### src/hdl/grc_pkg.sv
// Shared types, register codes and the direction wave table for the column ray caster.
package grc_pkg;

   // Register indices on the configuration port
   localparam logic [1:0] CSR_MAP_LOW    = 2'd0;
   localparam logic [1:0] CSR_MAP_HIGH   = 2'd1;
   localparam logic [1:0] CSR_STEP_LIMIT = 2'd2;

   localparam logic [7:0] STEP_LIMIT_RESET = 8'd160;

   // Piecewise-linear quarter wave: pairs of (base, slope) per 16-unit segment
   localparam logic [6:0] WAVE_SEG [8] = '{7'd0, 7'd49, 7'd49, 7'd41,
                                           7'd90, 7'd27, 7'd117, 7'd10};

   // Result of one march, handed from the march unit to the sequencer
   typedef struct packed {
      logic       done;
      logic       hit;
      logic [7:0] count;
   } march_res_type;

   // Direction component for an angle: {sign, magnitude in 1/128}
   function automatic logic [7:0] wave_dir(input logic [7:0] a);
      logic [5:0]  off;
      logic [4:0]  sec;
      logic [1:0]  seg;
      logic [6:0]  base;
      logic [6:0]  slope;
      logic [11:0] prod;
      logic [6:0]  mag;
      off   = a[6] ? ~a[5:0] : a[5:0];
      sec   = {1'b0, off[3:0]} + {4'b0, a[6]};
      seg   = off[5:4];
      base  = WAVE_SEG[{seg, 1'b0}];
      slope = WAVE_SEG[{seg, 1'b1}];
      prod  = 12'(slope) * 12'(sec);
      mag   = 7'({1'b0, base} + {1'b0, prod[10:4]});
      return {a[7], mag};
   endfunction

endpackage

### src/hdl/grc_march.sv
// Fixed-step ray march: one step of both axes per cycle, each axis with its own step logic.
module grc_march
   import grc_pkg::*;
#(
   parameter int MAP_W = 16,
   parameter int MAP_H = 8
) (
   input  logic          clock,
   input  logic          reset,
   input  logic          start,
   input  logic [11:0]   player_x,
   input  logic [10:0]   player_y,
   input  logic [7:0]    ray_angle,
   input  logic [7:0]    limit,
   input  logic [63:0]   map_low,
   input  logic [63:0]   map_high,
   output march_res_type res
);

   localparam logic signed [14:0] X_END = 15'(MAP_W * 256);
   localparam logic signed [14:0] Y_END = 15'(MAP_H * 256);
   localparam logic signed [14:0] NEG_END = -15'sd256;

   logic        busy_ff, busy_in;
   logic [11:0] base_x_ff;
   logic [10:0] base_y_ff;
   logic        neg_x_ff, neg_y_ff;
   logic [4:0]  qs_x_ff, qs_y_ff;
   logic [2:0]  rs_x_ff, rs_y_ff;
   logic [12:0] q_x_ff, q_x_in, q_y_ff, q_y_in;
   logic [2:0]  r_x_ff, r_x_in, r_y_ff, r_y_in;
   logic [7:0]  k_ff, k_in;
   logic [7:0]  limit_ff;
   logic        done_ff, done_in, hit_ff, hit_in;
   logic [7:0]  count_ff, count_in;

   // Start-of-ray values
   logic [7:0]  dir_x, dir_y;
   logic [14:0] div_x, div_y;
   logic [4:0]  q5_x, q5_y;
   logic [6:0]  r5_x, r5_y;

   // Step unit
   logic [3:0]  rsum_x, rsum_y;
   logic        cy_x, cy_y;
   logic signed [14:0] pos_x, pos_y;
   logic        out_map, wall;
   logic [3:0]  cell_x;
   logic [2:0]  cell_y;
   logic [5:0]  bit_idx;

   always_comb begin
      dir_x = wave_dir(ray_angle);
      dir_y = wave_dir(ray_angle + 8'd64);
      // divide by five: multiply by 205/1024, exact for 7-bit values
      div_x = 15'(dir_x[6:0]) * 15'd205;
      div_y = 15'(dir_y[6:0]) * 15'd205;
      q5_x  = div_x[14:10];
      q5_y  = div_y[14:10];
      r5_x  = dir_x[6:0] - 7'(q5_x) * 7'd5;
      r5_y  = dir_y[6:0] - 7'(q5_y) * 7'd5;
   end

   always_comb begin
      rsum_x = {1'b0, r_x_ff} + {1'b0, rs_x_ff};
      rsum_y = {1'b0, r_y_ff} + {1'b0, rs_y_ff};
      cy_x   = rsum_x >= 4'd5;
      cy_y   = rsum_y >= 4'd5;
      r_x_in = cy_x ? 3'(rsum_x - 4'd5) : rsum_x[2:0];
      r_y_in = cy_y ? 3'(rsum_y - 4'd5) : rsum_y[2:0];
      q_x_in = q_x_ff + 13'(qs_x_ff) + 13'(cy_x);
      q_y_in = q_y_ff + 13'(qs_y_ff) + 13'(cy_y);
      k_in   = k_ff + 8'd1;

      // offsets truncate toward zero, so a negative direction subtracts the magnitude
      pos_x = neg_x_ff ? $signed(15'(base_x_ff)) - $signed(15'(q_x_in))
                       : $signed(15'(base_x_ff)) + $signed(15'(q_x_in));
      pos_y = neg_y_ff ? $signed(15'(base_y_ff)) - $signed(15'(q_y_in))
                       : $signed(15'(base_y_ff)) + $signed(15'(q_y_in));

      // a position in (-1, 0) cell still lies in cell 0
      out_map = (pos_x <= NEG_END) || (pos_x >= X_END) ||
                (pos_y <= NEG_END) || (pos_y >= Y_END);
      cell_x  = pos_x[14] ? 4'd0 : pos_x[11:8];
      cell_y  = pos_y[14] ? 3'd0 : pos_y[10:8];
      bit_idx = {cell_x[2:0], cell_y};
      wall    = cell_x[3] ? map_high[bit_idx] : map_low[bit_idx];
   end

   always_comb begin
      busy_in  = busy_ff;
      done_in  = 1'b0;
      hit_in   = hit_ff;
      count_in = count_ff;
      if (start) begin
         busy_in = 1'b1;
      end else if (busy_ff) begin
         if (out_map) begin
            busy_in  = 1'b0;
            done_in  = 1'b1;
            hit_in   = 1'b1;
            count_in = limit_ff;
         end else if (wall) begin
            busy_in  = 1'b0;
            done_in  = 1'b1;
            hit_in   = 1'b1;
            count_in = k_in;
         end else if (k_in == limit_ff) begin
            busy_in  = 1'b0;
            done_in  = 1'b1;
            hit_in   = 1'b0;
            count_in = k_in;
         end
      end
   end

   always_ff @(posedge clock) begin
      if (reset) begin
         busy_ff <= 1'b0;
         done_ff <= 1'b0;
      end else begin
         busy_ff <= busy_in;
         done_ff <= done_in;
      end
   end

   always_ff @(posedge clock) begin
      hit_ff   <= hit_in;
      count_ff <= count_in;
      if (start) begin
         base_x_ff <= player_x;
         base_y_ff <= player_y;
         neg_x_ff  <= dir_x[7];
         neg_y_ff  <= dir_y[7];
         qs_x_ff   <= q5_x;
         qs_y_ff   <= q5_y;
         rs_x_ff   <= r5_x[2:0];
         rs_y_ff   <= r5_y[2:0];
         q_x_ff    <= '0;
         q_y_ff    <= '0;
         r_x_ff    <= '0;
         r_y_ff    <= '0;
         k_ff      <= '0;
         limit_ff  <= limit;
      end else if (busy_ff) begin
         q_x_ff <= q_x_in;
         q_y_ff <= q_y_in;
         r_x_ff <= r_x_in;
         r_y_ff <= r_y_in;
         k_ff   <= k_in;
      end
   end

   assign res = '{done: done_ff, hit: hit_ff, count: count_ff};

endmodule

### src/hdl/grc_div.sv
// Restoring divider, one quotient bit per cycle, for the wall height.
module grc_div #(
   parameter int NUM_W = 13
) (
   input  logic             clock,
   input  logic             reset,
   input  logic             start,
   input  logic [NUM_W-1:0] dividend,
   input  logic [7:0]       divisor,
   output logic             done,
   output logic [NUM_W-1:0] quotient,
   output logic             rem_nz
);

   localparam int CNT_W = $clog2(NUM_W + 1);

   logic             busy_ff, busy_in;
   logic             done_ff, done_in;
   logic [CNT_W-1:0] cnt_ff, cnt_in;
   logic [NUM_W-1:0] quo_ff, quo_in;
   logic [7:0]       rem_ff, rem_in;
   logic [7:0]       dsr_ff;
   logic [8:0]       shifted, diff;
   logic             ge;

   always_comb begin
      shifted = {rem_ff, quo_ff[NUM_W-1]};
      diff    = shifted - {1'b0, dsr_ff};
      ge      = shifted >= {1'b0, dsr_ff};
      rem_in  = ge ? diff[7:0] : shifted[7:0];
      quo_in  = {quo_ff[NUM_W-2:0], ge};
      cnt_in  = cnt_ff - CNT_W'(1);
      busy_in = busy_ff;
      done_in = 1'b0;
      if (start) begin
         busy_in = 1'b1;
      end else if (busy_ff && cnt_ff == CNT_W'(1)) begin
         busy_in = 1'b0;
         done_in = 1'b1;
      end
   end

   always_ff @(posedge clock) begin
      if (reset) begin
         busy_ff <= 1'b0;
         done_ff <= 1'b0;
      end else begin
         busy_ff <= busy_in;
         done_ff <= done_in;
      end
   end

   always_ff @(posedge clock) begin
      if (start) begin
         quo_ff <= dividend;
         rem_ff <= '0;
         dsr_ff <= divisor;
         cnt_ff <= CNT_W'(NUM_W);
      end else if (busy_ff) begin
         quo_ff <= quo_in;
         rem_ff <= rem_in;
         cnt_ff <= cnt_in;
      end
   end

   assign done     = done_ff;
   assign quotient = quo_ff;
   assign rem_nz   = rem_ff != 8'd0;

endmodule

### src/hdl/grid_raycast_column.sv
// Top level of the column ray caster: sequencer, registers, wall height and shade.
//
//   channel  direction  handshake              payload
//   req      in         req_valid / req_stall  player_x, player_y, ray_angle
//   rsp      out        rsp_valid / rsp_stall  wall_hit, step_count, ceiling_row,
//                                              floor_row, wall_shade
//   csr      in         csr_write              csr_index, csr_data
//
// A transaction marches k steps (at most step_limit, or one when it is zero): the
// march unit walks one step per cycle, then the divider gives one quotient bit
// per cycle.
// Synchronous active-high reset clears the map to empty and the step limit to 160.
// req_stall is high from acceptance until the result moves into the output register;
// a result waiting on rsp_stall does not block the next request.
module grid_raycast_column
   import grc_pkg::*;
#(
   parameter int MAP_W    = 16,
   parameter int MAP_H    = 8,
   parameter int SCREEN_H = 320
) (
   input  logic              clock,
   input  logic              reset,
   // request channel
   input  logic              req_valid,
   output logic              req_stall,
   input  logic [11:0]       req_player_x,
   input  logic [10:0]       req_player_y,
   input  logic [7:0]        req_ray_angle,
   // response channel
   output logic              rsp_valid,
   input  logic              rsp_stall,
   output logic              rsp_wall_hit,
   output logic [7:0]        rsp_step_count,
   output logic signed [8:0] rsp_ceiling_row,
   output logic [8:0]        rsp_floor_row,
   output logic [7:0]        rsp_wall_shade,
   // configuration port
   input  logic              csr_write,
   input  logic [1:0]        csr_index,
   input  logic [63:0]       csr_data
);

   // Wall height: ceiling = SCREEN_H/2 - (5*SCREEN_H)/k
   localparam int HALF  = SCREEN_H / 2;
   localparam int N_NUM = 5 * SCREEN_H;
   localparam int NUM_W = $clog2(N_NUM + 1);
   localparam int CW    = NUM_W + 2;
   localparam int PW    = NUM_W + 9;

   localparam logic [PW-1:0]        N_P      = PW'(N_NUM);
   localparam logic [PW-1:0]        HALF_P   = PW'(HALF);
   localparam logic signed [CW-1:0] HALF_C   = CW'(HALF);
   localparam logic signed [CW-1:0] SCREEN_C = CW'(SCREEN_H);
   localparam logic signed [CW-1:0] MINUS1_C = -CW'(1);

   typedef enum logic [3:0] {
      ST_IDLE  = 4'b0001,
      ST_MARCH = 4'b0010,
      ST_DIV   = 4'b0100,
      ST_DONE  = 4'b1000
   } state_type;

   state_type state_ff, state_in;

   // Configuration registers
   logic [63:0] map_low_ff, map_high_ff;
   logic [7:0]  step_limit_ff;
   logic [7:0]  limit_eff;

   // March result held for the height and shade stage
   logic        hit_ff;
   logic [7:0]  count_ff;

   // Output register
   logic              rsp_valid_ff, rsp_valid_in;
   logic              rsp_hit_ff;
   logic [7:0]        rsp_count_ff;
   logic signed [8:0] rsp_ceil_ff;
   logic [8:0]        rsp_floor_ff;
   logic [7:0]        rsp_shade_ff;

   logic          req_take, rsp_take, rsp_load;
   march_res_type march_res;
   logic             div_done, div_rem_nz;
   logic [NUM_W-1:0] div_quo;

   logic                ceil_sel;
   logic [NUM_W:0]      q_adj;
   logic signed [CW-1:0] c_raw, c_sat, floor_val;
   logic [9:0]          tri_count;
   logic [7:0]          shade;

   assign req_stall = state_ff != ST_IDLE;
   assign req_take  = req_valid && !req_stall;
   assign rsp_take  = rsp_valid_ff && !rsp_stall;
   // Zero step limit behaves as a limit of one
   assign limit_eff = (step_limit_ff == 8'd0) ? 8'd1 : step_limit_ff;

   // Configuration writes; unknown indices are dropped
   always_ff @(posedge clock) begin
      if (reset) begin
         map_low_ff    <= '0;
         map_high_ff   <= '0;
         step_limit_ff <= STEP_LIMIT_RESET;
      end else if (csr_write) begin
         case (csr_index)
            CSR_MAP_LOW:    map_low_ff    <= csr_data;
            CSR_MAP_HIGH:   map_high_ff   <= csr_data;
            CSR_STEP_LIMIT: step_limit_ff <= csr_data[7:0];
            default: ;
         endcase
      end
   end

   grc_march #(
      .MAP_W (MAP_W),
      .MAP_H (MAP_H)
   ) u_march (
      .clock     (clock),
      .reset     (reset),
      .start     (req_take),
      .player_x  (req_player_x),
      .player_y  (req_player_y),
      .ray_angle (req_ray_angle),
      .limit     (limit_eff),
      .map_low   (map_low_ff),
      .map_high  (map_high_ff),
      .res       (march_res)
   );

   // The divider starts on the cycle the march finishes, with the step count as divisor
   grc_div #(
      .NUM_W (NUM_W)
   ) u_div (
      .clock    (clock),
      .reset    (reset),
      .start    (march_res.done),
      .dividend (NUM_W'(N_NUM)),
      .divisor  (march_res.count),
      .done     (div_done),
      .quotient (div_quo),
      .rem_nz   (div_rem_nz)
   );

   // Height: round the quotient up when the wall is at most the half screen,
   // i.e. when n <= half * k, otherwise down; floor the result at -1
   always_comb begin
      ceil_sel  = N_P <= HALF_P * PW'(count_ff);
      q_adj     = {1'b0, div_quo} + (NUM_W + 1)'(ceil_sel && div_rem_nz);
      c_raw     = HALF_C - $signed({1'b0, q_adj});
      c_sat     = (c_raw < MINUS1_C) ? MINUS1_C : c_raw;
      floor_val = SCREEN_C - c_sat;
      // shade = (510 - 3k) / 2, clamped at zero
      tri_count = {1'b0, count_ff, 1'b0} + 10'(count_ff);
      shade     = (tri_count < 10'd510) ? 8'((10'd510 - tri_count) >> 1) : 8'd0;
   end

   // Sequencer
   always_comb begin
      state_in = state_ff;
      rsp_load = 1'b0;
      case (state_ff)
         ST_IDLE: begin
            if (req_take) state_in = ST_MARCH;
         end
         ST_MARCH: begin
            if (march_res.done) state_in = ST_DIV;
         end
         ST_DIV: begin
            if (div_done) state_in = ST_DONE;
         end
         ST_DONE: begin
            // hold until the output register is free or being emptied
            if (!rsp_valid_ff || rsp_take) begin
               rsp_load = 1'b1;
               state_in = ST_IDLE;
            end
         end
         default: state_in = ST_IDLE;
      endcase
      rsp_valid_in = rsp_load || (rsp_valid_ff && !rsp_take);
   end

   always_ff @(posedge clock) begin
      if (reset) begin
         state_ff     <= ST_IDLE;
         rsp_valid_ff <= 1'b0;
      end else begin
         state_ff     <= state_in;
         rsp_valid_ff <= rsp_valid_in;
      end
   end

   always_ff @(posedge clock) begin
      if (march_res.done) begin
         hit_ff   <= march_res.hit;
         count_ff <= march_res.count;
      end
      if (rsp_load) begin
         rsp_hit_ff   <= hit_ff;
         rsp_count_ff <= count_ff;
         rsp_ceil_ff  <= c_sat[8:0];
         rsp_floor_ff <= floor_val[8:0];
         rsp_shade_ff <= shade;
      end
   end

   assign rsp_valid       = rsp_valid_ff;
   assign rsp_wall_hit    = rsp_hit_ff;
   assign rsp_step_count  = rsp_count_ff;
   assign rsp_ceiling_row = rsp_ceil_ff;
   assign rsp_floor_row   = rsp_floor_ff;
   assign rsp_wall_shade  = rsp_shade_ff;

`ifndef NO_ASSERTIONS
   // A new result appears only out of the completion state
   a_rsp_from_done: assert property (@(posedge clock) disable iff (reset)
      $rose(rsp_valid_ff) |-> $past(state_ff == ST_DONE))
      else $error("result raised outside completion state");

   // The march unit reports only while the sequencer waits for it
   a_march_in_state: assert property (@(posedge clock) disable iff (reset)
      march_res.done |-> state_ff == ST_MARCH)
      else $error("march finished outside march state");

   // A delivered result never carries a zero step count
   a_count_nonzero: assert property (@(posedge clock) disable iff (reset)
      rsp_valid_ff |-> rsp_count_ff != 8'd0)
      else $error("zero step count delivered");

   // Ceiling and floor rows add up to the screen height, modulo the field width
   a_rows_sum: assert property (@(posedge clock) disable iff (reset)
      rsp_valid_ff |-> 9'(rsp_ceil_ff + rsp_floor_ff) == 9'(SCREEN_H))
      else $error("ceiling and floor rows inconsistent");
`endif

endmodule

### config.mk
export PLATFORM = sky130hd
export DESIGN_NAME = grid_raycast_column
export DESIGN_NICKNAME = d
export VERILOG_FILES = /design/src/hdl/grc_pkg.sv /design/src/hdl/grc_march.sv /design/src/hdl/grc_div.sv /design/src/hdl/grid_raycast_column.sv
export SDC_FILE = /design/constraint.sdc
export NUM_CORES = 1
export LEC_CHECK = 0
export ABC_AREA = 1
export BUFFER_PORTS_ARGS = -buffer_cell sky130_fd_sc_hd__buf_2
export CAP_MARGIN = 10
export CORE_MARGIN = 1.5
export CORE_UTILIZATION = 45
export DETAILED_ROUTE_END_ITERATION = 12
export SLEW_MARGIN = 20
export SYNTH_ARGS = -nofsm -noshare
export SYNTH_HDL_FRONTEND = slang
export SYNTH_SLANG_ARGS = --single-unit
### constraint.sdc
create_clock -name clock -period 12.13 [get_ports clock]
set_input_delay 0.6065 -clock clock [delete_from_list [all_inputs] [get_ports clock]]
set_output_delay 0.6065 -clock clock [all_outputs]
set_load 0.05 [all_outputs]
* Word level (Yosys, flattened, before mapping)
Memory sizes are Yosys's and may differ from the RTL's.
Index checks and enable logic that the tools add are counted.
** Word-level totals
- Register bits :: 310
- Bits in read-only memories :: 224
- Input port bits :: 102
- Output and inout bits :: 37
- Logic and storage cells :: 181
- Memories kept :: 4
** Memory list
- (name not given) :: words 8, bits a word 7, rd ports 1, clocked after memory_dff 0, wr ports 0, RTL line grc_pkg.sv:34 : base = WAVE_SEG[{seg, 1'b0}];
- (name not given) :: words 8, bits a word 7, rd ports 1, clocked after memory_dff 0, wr ports 0, RTL line grc_pkg.sv:35 : slope = WAVE_SEG[{seg, 1'b1}];
- (name not given) :: words 8, bits a word 7, rd ports 1, clocked after memory_dff 0, wr ports 0, RTL line grc_pkg.sv:34
- (name not given) :: words 8, bits a word 7, rd ports 1, clocked after memory_dff 0, wr ports 0, RTL line grc_pkg.sv:35
** Operators by class
- Add/subtract/negate cells :: 27
- Multipliers :: 7
- $lt $le $gt $ge :: 15
- Equal/unequal tests :: 13
- Multiplexer cells :: 45
- Bitwise gates (word level) :: 8
- Reduce and logical (&&, ||, !) cells :: 27
** Operators with widths (number)
- $mux W7 :: 8
- $mux W8 :: 4
- $le A15 B9 Y1 const B :: 2
- $mul A7 B8 Y15 const B :: 2
- $mux W15 :: 2
- $add A13 B1 Y13 :: 2
- $add A13 B5 Y13 :: 2
- $mul A7 B5 Y11 :: 2
- $mux W4 :: 5
- $sub A9 B9 Y9 const A :: 2
- $mux W1 :: 17
- $ge A4 B4 Y1 const B :: 4
- $le A11 B16 Y1 const A :: 1
- $not A3 Y4 :: 4
- $pmux W4 S4 :: 1
- $ge A15 B13 Y1 const B :: 1
- $ge A15 B14 Y1 const B :: 1
- $add A11 B13 Y14 :: 1
- $add A12 B13 Y14 :: 1
- $add A7 B7 Y7 :: 2
- $sub A11 B13 Y14 :: 1
- $sub A12 B13 Y14 :: 1
- $lt A13 B1 Y1 const B :: 1
- $sub A8 B12 Y13 const A :: 1
- 45 further kinds :: 74

* Longest topological paths before layout
- Depth in word-level cells :: 13
- Gate-level depth with buffers :: 50
- Depth with buffers taken out :: 49

* By module
Synthesis repeated with hierarchy kept, for this count alone.
** Unflattened totals
- Cells, all modules :: 2876
- Area total of the unflattened synthesis :: 22165.0 µm²
** By module, submodules not included
- grc_march :: instances 1, cells an instance 1674, area an instance 12414.4 µm²
- grid_raycast_column :: instances 1, cells an instance 969, area an instance 7863.8 µm²
- grc_div :: instances 1, cells an instance 233, area an instance 1886.8 µm²

* Worst setup path after synthesis
OpenSTA, ideal clock, no wires.
- Path type :: input -> register
- From :: input req_ray_angle[6]
- To :: register u_march.rs_x_ff[2], data pin
- Library setup time :: 265 ps
- Arrival :: 8710 ps
- Data required time :: 11865 ps
- Slack :: 3155 ps
- Cell stages on the path :: 45
- Path buffers :: 1
- Cells stage by stage :: buf_6 > inv_2 > or2_2 > nand2_1 > nand3_1 > xor2_1 > nor2_1 > ha_1 > inv_1 > fa_1 > inv_1 > ha_1 > ha_1 > nand2_2 > nand2_2 > nand2_2 > nand2_1 > nand2_1 > [... 9 more ...] > ha_1 > ha_1 > fa_1 > inv_1 > fa_1 > inv_1 > ha_1 > a31oi_1 > inv_1 > a21oi_1 > o21ai_0 > xor2_1 > ha_1 > inv_1 > fa_1 > xnor2_1 > xor2_1 > xor2_1
** On the way
- Cells in the longest elaborated chain, start to end :: 10
- Elaborated cells on any way between the ends :: 15
- Those cells by class :: add/sub: 3; mul: 3; mux: 5; bitwise: 2; memory: 2
** RTL lines
- start, declared :: RTL line grid_raycast_column.sv:29 : input logic [7:0] req_ray_angle,
- $mux W6 :: RTL line grc_pkg.sv:31 : off = a[6] ? ~a[5:0] : a[5:0];
- $not A3 Y4 (implied by the code) :: RTL line grc_pkg.sv:35
- $mem_v2 Z8 W7
- $mux W7 (implied by the code) (2 in a row) :: RTL line grc_pkg.sv:35
- $mul A7 B5 Y11 :: RTL line grc_pkg.sv:36 : prod = 12'(slope) * 12'(sec);
- $add A7 B7 Y7 (*) :: RTL line grc_pkg.sv:37 : mag = 7'({1'b0, base} + {1'b0, prod[10:4]});
- $mul A7 B8 Y15 (*) :: RTL line grc_march.sv:56 : div_x = 15'(dir_x[6:0]) * 15'd205;
- named net u_march.div_x[10] :: RTL line grc_march.sv:39 : logic [14:0] div_x, div_y;
- $mul A5 B3 Y3 (*) :: RTL line grc_march.sv:60 : r5_x = dir_x[6:0] - 7'(q5_x) * 7'd5;
- $sub A3 B3 Y3 (*) :: RTL line grc_march.sv:60
- named net u_march.r5_x[2] :: RTL line grc_march.sv:41 : logic [6:0] r5_x, r5_y;
- end signal, assigned :: RTL line grc_march.sv:137 : rs_x_ff <= r5_x[2:0];
- end, declared :: RTL line grc_march.sv:29 : logic [2:0] rs_x_ff, rs_y_ff;
Mark *: on every way through the listed nets, which the timed path passes. The rest lies on a longest branch. The select of a mux whose other input is x is not followed.
A chain may end at the register's enable or synchronous reset.

* Worst setup path after layout
- From :: register u_march.rs_y_ff[0]
- To :: register u_march.count_ff[1], enable pin
** On the way
- Cells in the longest elaborated chain, start to end :: 11
- Elaborated cells on any way between the ends :: 18
- Those cells by class :: add/sub: 4; order compare: 3; mux: 7; reduce/logical: 4
** RTL lines
- start, declared :: RTL line grc_march.sv:29
- start signal, assigned :: RTL line grc_march.sv:138 : rs_y_ff <= r5_y[2:0];
- $add A3 B3 Y4 (*) :: RTL line grc_march.sv:66 : rsum_y = {1'b0, r_y_ff} + {1'b0, rs_y_ff};
- $ge A4 B3 Y1 (*) :: RTL line grc_march.sv:68 : cy_y = rsum_y >= 4'd5;
- $add A13 B1 Y13 (*) :: RTL line grc_march.sv:72 : q_y_in = q_y_ff + 13'(qs_y_ff) + 13'(cy_y);
- named net u_march.q_y_in[10] :: RTL line grc_march.sv:30 : logic [12:0] q_x_ff, q_x_in, q_y_ff, q_y_in;
- $sub A11 B13 Y14 / $add A11 B13 Y14 (equally long branches) :: RTL line grc_march.sv:78, grc_march.sv:79
- $mux W15 (*) :: RTL line grc_march.sv:78 : pos_y = neg_y_ff ? $signed(15'(base_y_ff)) - $signed(15'(q_y_in))
- $mux W3 :: RTL line grc_march.sv:85 : cell_y = pos_y[14] ? 3'd0 : pos_y[10:8];
- $bmux W1 S6 :: RTL line grc_march.sv:87 : wall = cell_x[3] ? map_high[bit_idx] : map_low[bit_idx];
- $mux W1 (implied by the code) :: RTL line grc_march.sv:87
- $mux W1 :: RTL line grc_march.sv:87
- $reduce_bool A3 Y1 (no source line) (*)
- $reduce_and A3 Y1 (no source line) (*)
- end signal, assigned :: RTL line grc_march.sv:129 : count_ff <= count_in;
- end, declared :: RTL line grc_march.sv:35 : logic [7:0] count_ff, count_in;
Marked as above.

==> summary by stage <==
Yosys
The synthesized netlist devotes 11.0% of its cell area to compound gates. The netlist uses 54 different library cells. The synthesized design contains 101 enable-type register cells. The top flip-flop cell by instance count after synthesis is sky130_fd_sc_hd__dfxtp_1. The fraction of registers with async set/reset is 0%. The summed instance area of the synthesized netlist is 0.0212 sq mm. In this run the mean area of a mapped cell was 7.74 sq um. After synthesis, the largest family of logic cells by area is simple AND/OR/NAND/NOR gates.

For this run, the number of Yosys warnings is 0. The number of nets produced by synthesis is 3127. The share of the Yosys chip area taken by registers is 34.0%. After Yosys synthesis, and, or, nand and nor cells account for 22.0% of the synthesized area. After Yosys synthesis, full adders, half adders and majority gates account for 18.5% of the synthesized area.

The xor-xnor portion of the synthesized cell area is 5.13%. After synthesis the netlist holds a flip-flop and latch count of 309. Measured against the total synthesized area, the mux share comes to 0.142%. The number of instances in the synthesized netlist is 2740.

STA
The total negative setup slack is 0 ns. The maximum clock rate is 0.107 GHz. Setup repair after global routing left no endpoint under its margin. The count of pins over their slew limit is 0. The slew at the pin closest to its max-slew limit is 1.01 ns. The number of hold violations in the final report came to 0. For the final database, setup skew stands at 0.0232 ns. The share of the cycle needed by the critical path after routing is 77.2%. The relative max-transition margin is 32.3%. The final period demand of the worst path is 9.36 ns.

The number of setup violations in the final report is 0.

Global route
Global routing finished with a remaining overflow of 0. The via count of the first global-routing pass came to 17.1k. In the global route stage, overall resource usage came out at 21.2%. Entering global routing, the biggest net connects 135 pins. The first-pass GRT wire length is 83900 microns. The number of antenna violations at the first check in global routing is 8.

Worst setup path
The critical path buffer and inverter count is 8. The type of origin of the critical path is a flip-flop. The number of stages on the worst setup path is 38. The worst-case reg-to-reg path depth is 38. The critical path data arrival time is 9.53 ns. The startpoint of the most critical register-to-register path is u_march.rs_y_ff[0]. The gate family responsible for the most delay along the worst path is simple AND/OR/NAND/NOR gates. The startpoint of the worst setup timing path is u_march.rs_y_ff[0].

The worst register-to-register path has a setup slack of 2.77 ns. In this design, the critical path's most frequently occurring cell is sky130_fd_sc_hd__nor2_1. The setup path with the least slack is of type reg -> reg.

The critical-path cell with the highest stage delay is sky130_fd_sc_hd__inv_1. In this run the critical register-to-register path is captured at u_march.count_ff[1]. The endpoint required time on the critical path is 12.30 ns. The longest individual stage delay on the worst path is 0.77 ns. STA classifies the critical path endpoint as a flip-flop. The top fanout value on the critical path is 67. The critical path ends at u_march.count_ff[1].

Routing
For this block, the routed nets add up to 51000 microns of wire. Across all layers, the routed design uses 17.8k vias. Signal routing reaches up to met5. The remaining design rule violation count is 0. The detailed-routing iteration count for the pre-antenna-repair pass is 7. After detailed routing, the average wire length per cell comes to 14.7 microns. The length of routed wiring on met1 is 23800 microns. The DRC violation total after the first TritonRoute iteration is 1165. The vias per cell is 5.15. The detail route stage leaves a number of antenna-violating nets equal to 0.

Summed over all nets, wire length on met3 after detailed routing comes to 2510 microns. The sum of met2 wire segment lengths after detailed routing is 23500 microns.

Floorplan
The width of the die is 220 microns. From bottom edge to top edge, the die measures 220 microns. The initial utilization of the core area, before any placement, comes to 45.5%. Row generation in the floorplan step produced 79 rows. The region available for standard cell placement spans 0.0466 sq mm.

The die area is 0.0484 sq mm. During I/O placement, the number of pins put on the boundary was 139.

Placed design
The congestion estimate from routability-driven global placement came to 0.869. Buffers placed on the I/O ports in this run total 138. Once detailed placement completed, the half-perimeter wirelength came to 36500 microns.

CTS
The count of hold buffers inserted by post-cts repair is 0. The CTS tree is built. Counting the buffers created by CTS gives 38. At the later pin of the worst-skew pair, clock insertion delay measures 0.56 ns.

In this run the number of H-tree levels came out at 2. The quantity of gates resized following cts is 0. No sink is reached through more buffers than the 3 on the longest clock path. The cell at the root of the clock tree is sky130_fd_sc_hd__clkbuf_16. The number of clock sinks is 309. The buffer count from post-CTS setup fixing is 0. After clock tree synthesis, the clock-pin slew on the worst setup and hold paths is 0.06 ns.

Run status
The flow ran to the end, and the final reports show no timing, DRC or antenna violations.

Cells and area
After the last flow step, the layout net total stands at 3207. Leaving out fill and tap cells, the most frequent cell in the layout is sky130_fd_sc_hd__nor2_1. From synthesis to final layout, the design area changed by 11.1%. The share of layout cells above drive strength 1 is 9.09%. Leaving out fill and tap cells, the most frequent cells in the layout are sky130_fd_sc_hd__nor2_1 (395), sky130_fd_sc_hd__inv_1 (375), sky130_fd_sc_hd__nand2_1 (361), sky130_fd_sc_hd__nand3_1 (257), sky130_fd_sc_hd__ha_1 (238).

Run
The max-capacitance violation count is 0.

Hold path
The min-delay analysis places its worst path in the category in -> reg.
[metal layers]
| layer | GRT usage (%) | vias up |
|---|---|---|
| met4 | 5.46 | 10 |
| li1 | - | 9111 |
| met1 | 28.0 | 8267 |
| met3 | 3.92 | 80 |
| met2 | 35.5 | 348 |
| met5 | 0 | - |
[cells in the mapped netlist, drive strengths merged (12+ instances only)]
library cell  number  area share [%]
o21bai            13            0.46
nand3            257             6.1
nand2            370             6.6
nand4             20            0.59
or2               16            0.47
clkbuf            73             1.3
fa                47             4.4
nor2             401             7.2
o211ai            23            0.81
a21oi            101             2.4
dfxtp            208              20
nor3              18            0.43
buf               38             1.0
a31oi             12            0.35
ha               238              14
xor2              82             3.5
o21ai            228             5.4
edfxtp           101              14
xnor2             40             1.7
inv              385             6.8
[kinds of logic after synthesis]
group	after synthesis
simple gates	1101
buf+inv	499
mux	3
flops	309
xor+xnor	122
fa+ha+maj	285
compound gates	421
[worst min-delay path by stage]
stage | cells past startpoint | slack (ns) | startpoint | end
finish | 1 | 0.24 | req_player_x[9] | u_march.base_x_ff[9]
global route | 1 | 0.21 | req_player_x[9] | u_march.base_x_ff[9]
CTS | 1 | 0.20 | req_player_y[10] | u_march.base_y_ff[10]
detailed placement | 0 | 0.40 | u_march.count_ff[2] | u_div.dsr_ff[2]
global placement | 0 | 0.41 | u_march.count_ff[2] | u_div.dsr_ff[2]
floorplan | 0 | 0.40 | u_march.hit_ff | hit_ff
[registers in the layout (all words and copies together), names as in the netlist, 9 cells and up]
signal and flops:
map_high_ff 64, u_march.base_y_ff 11, u_march.q_y_ff 13, u_march.base_x_ff 12
rsp_ceiling_row 9, map_low_ff 64, u_div.quotient 11, u_march.q_x_ff 13
[worst reg2reg max path, delay by kind of cell, from the launching register on]
kind | cells | cell delay, ns
compound gates | 4 | 0.81
simple gates | 19 | 3.24
fa+ha+maj | 6 | 2.11
flops | 1 | 0.36
xor+xnor | 1 | 0.24
buf+inv | 8 | 2.22
[through the flow]
step | instances | cell area [sq um] | util [%] | setup slack, ns | hold slack (ns)
6_report | 3461 | 23600 | 50.6 | 2.77 | 0.241
3_3_place_gp | 3387 | 22300 | 47.8 | 2.61 | 0.410
3_5_place_dp | 3387 | 22300 | 47.8 | 2.29 | 0.405
2_1_floorplan | 2740 | 21200 | - | 3.16 | 0.400
4_1_cts | 3457 | 23500 | 50.6 | 2.78 | 0.203
5_1_grt | 3458 | 23500 | 50.6 | 2.06 | 0.212
[final cells by class]
type,instances,area [sq um]
clock inverter,21,213
antenna,4,10.0
sequential,309,7200
fill,4472,23000
inverter,388,1460
tap,607,759
timing repair buffer,151,792
multi-input combinational,1932,12100
clock buffer,49,1050
Power is not shown: default switching activity piles up to over one toggle a cycle in this logic, so the estimate is an artifact.
